File: config.mk
export PLATFORM = sky130hd
export DESIGN_NAME = hbw_lane
export DESIGN_NICKNAME = d
export VERILOG_FILES = /design/src/rtl/hbw_pkg.sv /design/src/rtl/hbw_lane.sv
export SDC_FILE = /design/constraint.sdc
export NUM_CORES = 2
export LEC_CHECK = 0
export BUFFER_PORTS_ARGS = -buffer_cell sky130_fd_sc_hd__buf_2
export CORE_ASPECT_RATIO = 0.6
export CORE_MARGIN = 10
export CORE_UTILIZATION = 60
export CTS_CLUSTER_DIAMETER = 200
export DETAILED_ROUTE_END_ITERATION = 8
export PLACE_DENSITY = 0.78
export SYNTH_ARGS = -nofsm -noshare
export SYNTH_HDL_FRONTEND = slang
export SYNTH_SLANG_ARGS = --single-unit
File: constraint.sdc
create_clock -name clk_i -period 10.4 [get_ports clk_i]
set_input_delay 1.04 -clock clk_i [delete_from_list [all_inputs] [get_ports clk_i]]
set_output_delay 1.04 -clock clk_i [all_outputs]
set_load 0.02 [all_outputs]
File: src/rtl/hbw_pkg.sv
// ----------------------------------------------------------------------------
// hbw_pkg
// Shared widths, request and register codes, and pipeline side-band types
// for the homography bilinear warp unit.
// ----------------------------------------------------------------------------
`default_nettype none

package hbw_pkg;

  localparam int COEF_W      = 48;
  localparam int PIX_W       = 10;
  localparam int CH_W        = 8;
  localparam int IN_CH       = 3;
  localparam int PROD_W      = 59;
  localparam int SUM_W       = 61;
  localparam int MAG_W       = 61;
  localparam int FRAC_W      = 8;
  localparam int QUO_W       = MAG_W + FRAC_W;
  localparam int FX_W        = FRAC_W + 1;
  localparam int COEFF_COUNT = 9;
  localparam int CFG_W       = 11;

  localparam logic [1:0] REQ_LOAD  = 2'd0;
  localparam logic [1:0] REQ_COEFF = 2'd1;
  localparam logic [1:0] REQ_MAP   = 2'd2;

  localparam logic [1:0] CFG_WIDTH    = 2'd0;
  localparam logic [1:0] CFG_HEIGHT   = 2'd1;
  localparam logic [1:0] CFG_CHANNELS = 2'd2;

  typedef struct packed {
    logic                    map_v;
    logic                    load_v;
    logic                    fault;
    logic                    neg_u;
    logic                    neg_v;
    logic [PIX_W-1:0]        px;
    logic [PIX_W-1:0]        py;
    logic [IN_CH*CH_W-1:0]   data;
  } hbw_tag_t;

  typedef struct packed {
    logic [CH_W-1:0] p00;
    logic [CH_W-1:0] p01;
    logic [CH_W-1:0] p10;
    logic [CH_W-1:0] p11;
  } hbw_quad_t;

  typedef struct packed {
    logic map_v;
    logic fault;
  } hbw_side_t;

endpackage

`default_nettype wire

File: src/rtl/hbw_lane.sv
// ----------------------------------------------------------------------------
// hbw_lane
// One channel lane: row interpolation at 1/16 scale, then column
// interpolation, truncation and clamp to one byte.
// ----------------------------------------------------------------------------
`default_nettype none

module hbw_lane import hbw_pkg::*; (
  input  wire logic                   clk_i,
  input  wire hbw_quad_t              quad_i,
  input  wire logic signed [FX_W-1:0] fx_i,
  input  wire logic signed [FX_W-1:0] fy_i,
  output logic             [CH_W-1:0] pix_o
);

  localparam int ROW_W = 20;
  localparam int R_W   = 16;
  localparam int COL_W = 28;

  logic signed [ROW_W-1:0] wa, wb, s0, s1;
  logic signed [R_W-1:0]   r0_q, r1_q;
  logic signed [FX_W-1:0]  fy_q;
  logic signed [COL_W-1:0] wc, wd, t, o;
  logic        [CH_W-1:0]  pix_q;

  always_comb begin
    wb = ROW_W'(fx_i);
    wa = 20'sd256 - wb;
    s0 = wa * ROW_W'($signed({1'b0, quad_i.p00})) + wb * ROW_W'($signed({1'b0, quad_i.p01}));
    s1 = wa * ROW_W'($signed({1'b0, quad_i.p10})) + wb * ROW_W'($signed({1'b0, quad_i.p11}));
  end

  always_ff @(posedge clk_i) begin
    r0_q <= R_W'((s0 + ((s0 < 0) ? 20'sd15 : 20'sd0)) >>> 4);
    r1_q <= R_W'((s1 + ((s1 < 0) ? 20'sd15 : 20'sd0)) >>> 4);
    fy_q <= fy_i;
  end

  always_comb begin
    wc = COL_W'(fy_q);
    wd = 28'sd256 - wc;
    t  = wd * COL_W'(r0_q) + wc * COL_W'(r1_q);
    o  = (t + ((t < 0) ? 28'sd4095 : 28'sd0)) >>> 12;
  end

  always_ff @(posedge clk_i) begin
    if (o < 0) begin
      pix_q <= '0;
    end else if (o > 28'sd255) begin
      pix_q <= 8'd255;
    end else begin
      pix_q <= o[CH_W-1:0];
    end
  end

  assign pix_o = pix_q;

endmodule

`default_nettype wire

==> reports/metrics.cfg <==
[floorplanning]
num_io_pins=59
fp-row-count=59
die_width_microns=291
die_h_microns=183
floorplan.die_area_sq_mm=0.0533
core_sq_mm=0.0435
start_util_pct=61.0

[sta]
whs_ns=0.820
fin_crit_ns=9.82
worstMarginPinSlew_ns=0.708
finalMaxSlewViolations=0
timing.final.crit_share_pct=94.4
tns_ns=0
hold_viol_final=0
skew_ns=0.00934
setup_viol=0
rsz0062_at_grt=no
relSlewSlack_pct=51.6
max_freq_mhz=102

[clock_tree]
clkTransAtPathRegs_ns=0.08
cts_resized=0
tritoncts=built
clockBufferDepth=2
root_buffer=clkbuf_16
post_cts_buffers=0
cts_htree_levels=2
clock_latency_ns=0.31
clkSinkCount=49
cts_buffers=5
ctsHoldBuffers=0

[critical_path]
crit_fanout=14
r2r_start=fy_q[4]$_DFF_P_
critPathMaxStageDelay_ns=0.57
r2r_cells=33
cpMaxStageDelayCell=fa_1
cp.depth=33
critPathRequiredTime_ns=10.59
cpMostUsedCell=fa_1
cp_num_buf_inv=5
cp.arrival_ns=10.01
startpoint=fy_q[4]$_DFF_P_
worst_setup_path_end_kind=flop
startpoint_type=flop
critPathKind=flop to flop
cpLargestDelayFamily=adder cells

[logic_synthesis]
synth_top_area_share_pct=45.0
synthArstFlopShare_pct=0
yosysUniqueCellTypes=80
yosysMostFrequentCell=inv_1
syn_inst=2948
synthesis.nets=3857
synth_warnings=0
seq_area_frac_synth_pct=3.70
yosysTopAreaCell=fa_1
avgSynthCellArea_sq_um=9.00
mappedNetlistArea_sq_mm=0.0265
synth-edff-count=0
synth-seq-cells=49
synthTopCellsByArea=fa_1 (45%), ha_1 (12%), inv_1 (11%), and2_1 (8.4%), nand2_1 (4.0%)
synthFlopType=dfxtp_1
synth_common_cells=inv_1 (758), fa_1 (597), and2_1 (356), nand2_1 (282), ha_1 (261)

[global_route]
grt_pass1_wl_microns=109000
grt_pass1_vias=21700
overflow=0
grt_usage_pct=24.8
grt_antenna_before_repair=1
grt_start_max_net_pins=37

[routing]
finalWirelength_microns=62500
drtAntennaViolNets=0
firstDrtPassIters=5
vias_per_cell=5.52
drc=0
num_vias=19400
drtIter0Drc=1452
routedWlPerCell_microns=17.8

[placement]
portBuffers=58
gp_congestion=0.939
postPlaceCellArea_sq_mm=0.0274
place_hpwl_microns=54800

[hold_path]
min_from=fy_i[7]
hold_depth=1
hold_path.class=primary input to flop

[run]
drv_cap=0

[layout]
stdcell_area_sq_mm=0.0275
layout-drive-gt1-share_pct=4.25
layout.nets=3846
synthToLayoutAreaGrowth_pct=3.82

[outcome]
status=complete, no violations

==> stage by stage <==
step                      util (%)  worst slack, ns  std cells
final                         63.4            0.579       3518
after global routing          63.4           0.0268       3517
after CTS                     63.4            0.722       3517
after detailed placement      62.9            0.747       3509
after global placement        62.9            0.987       3509
after floorplan                  -             1.15       2948
==> placed cells by master (no fill, tap or decap), types with 4 or more instances in the layout <==
master     instances
nand2b_1          20
inv_1            758
and4_1             4
nand4_1           11
nand3_1           19
xor2_1            40
nand2_1          282
buf_2             58
a211oi_1           6
ha_1             261
buf_4             26
and3_1            12
and2_1           356
nor2_1            60
a21o_1            15
xnor2_2            4
a311oi_1           6
dfxtp_1           49
or3_1             14
a21oi_1           53
o21a_1            11
fa_1             597
xnor2_1           70
o22ai_1            4
nor2b_1           25
clkbuf_16          5
a21boi_0           4
nor3_1            30
o21ai_0           22
a31oi_1            9
o21bai_1           6
a31o_2             5
o21ai_1            9
a221oi_1           4
o211ai_1          11
==> metal layers <==
layer  vias to the layer above  routed length, microns  GRT usage [%]
met5                         -                       0          0.451
met4                         0                     886           4.11
met3                        84                    6830           6.64
met2                       843                   27500           39.1
met1                      9772                   27200           34.5
li1                       8726                       -              -
==> state kept, by name (all words and copies together) (netlist names) <==
name / count
fy_q: 9
pix_o: 8
r1_q: 16
r0_q: 16
==> worst register-to-register path: cells and delay by family, from the launching register on <==
family / cells / cell delay, ns
buffers and inverters: 5 / 0.47
DFF: 1 / 0.32
adders and majority gates: 9 / 4.17
AOI/OAI and AO/OA: 11 / 2.77
xor gates and xnor gates: 1 / 0.25
and+or+nand+nor: 7 / 1.73
==> cell type report <==
type / instances / area (sq um)
tap: 579 / 724
sequential: 49 / 981
fill: 3567 / 15900
clock buffer: 5 / 125
inverter: 758 / 2850
multi-input combinational: 2039 / 22300
timing repair buffer: 84 / 485
clock inverter: 3 / 68.8
antenna: 1 / 2.50
==> kinds of logic (layout without fill, tap and decap cells) <==
logic type / Yosys count / in the layout / share of synthesized area (%)
DFF: 49 / 49 / 3.70
AOI/OAI and AO/OA: 208 / 208 / 5.72
buffers and inverters: 860 / 850 / 12.2
muxes: 4 / 4 / 0.174
xor gates and xnor gates: 114 / 114 / 3.88
other: 0 / 1 / 0
and+or+nand+nor: 855 / 855 / 17.0
adders and majority gates: 858 / 858 / 57.4
==> final timing paths <==
kind                                            end  slack (ns)
worst min register to register  pix_o[1]$_SDFF_PP0_        1.89
worst min-delay path                fy_q[7]$_DFF_P_        0.82
worst max register to register  pix_o[3]$_SDFF_PP0_        0.58
worst max-delay path            pix_o[3]$_SDFF_PP0_        0.58
Power is left out: the tool's default activity adds up to more than one toggle a clock period on the data nets, which glitch-free logic cannot reach.
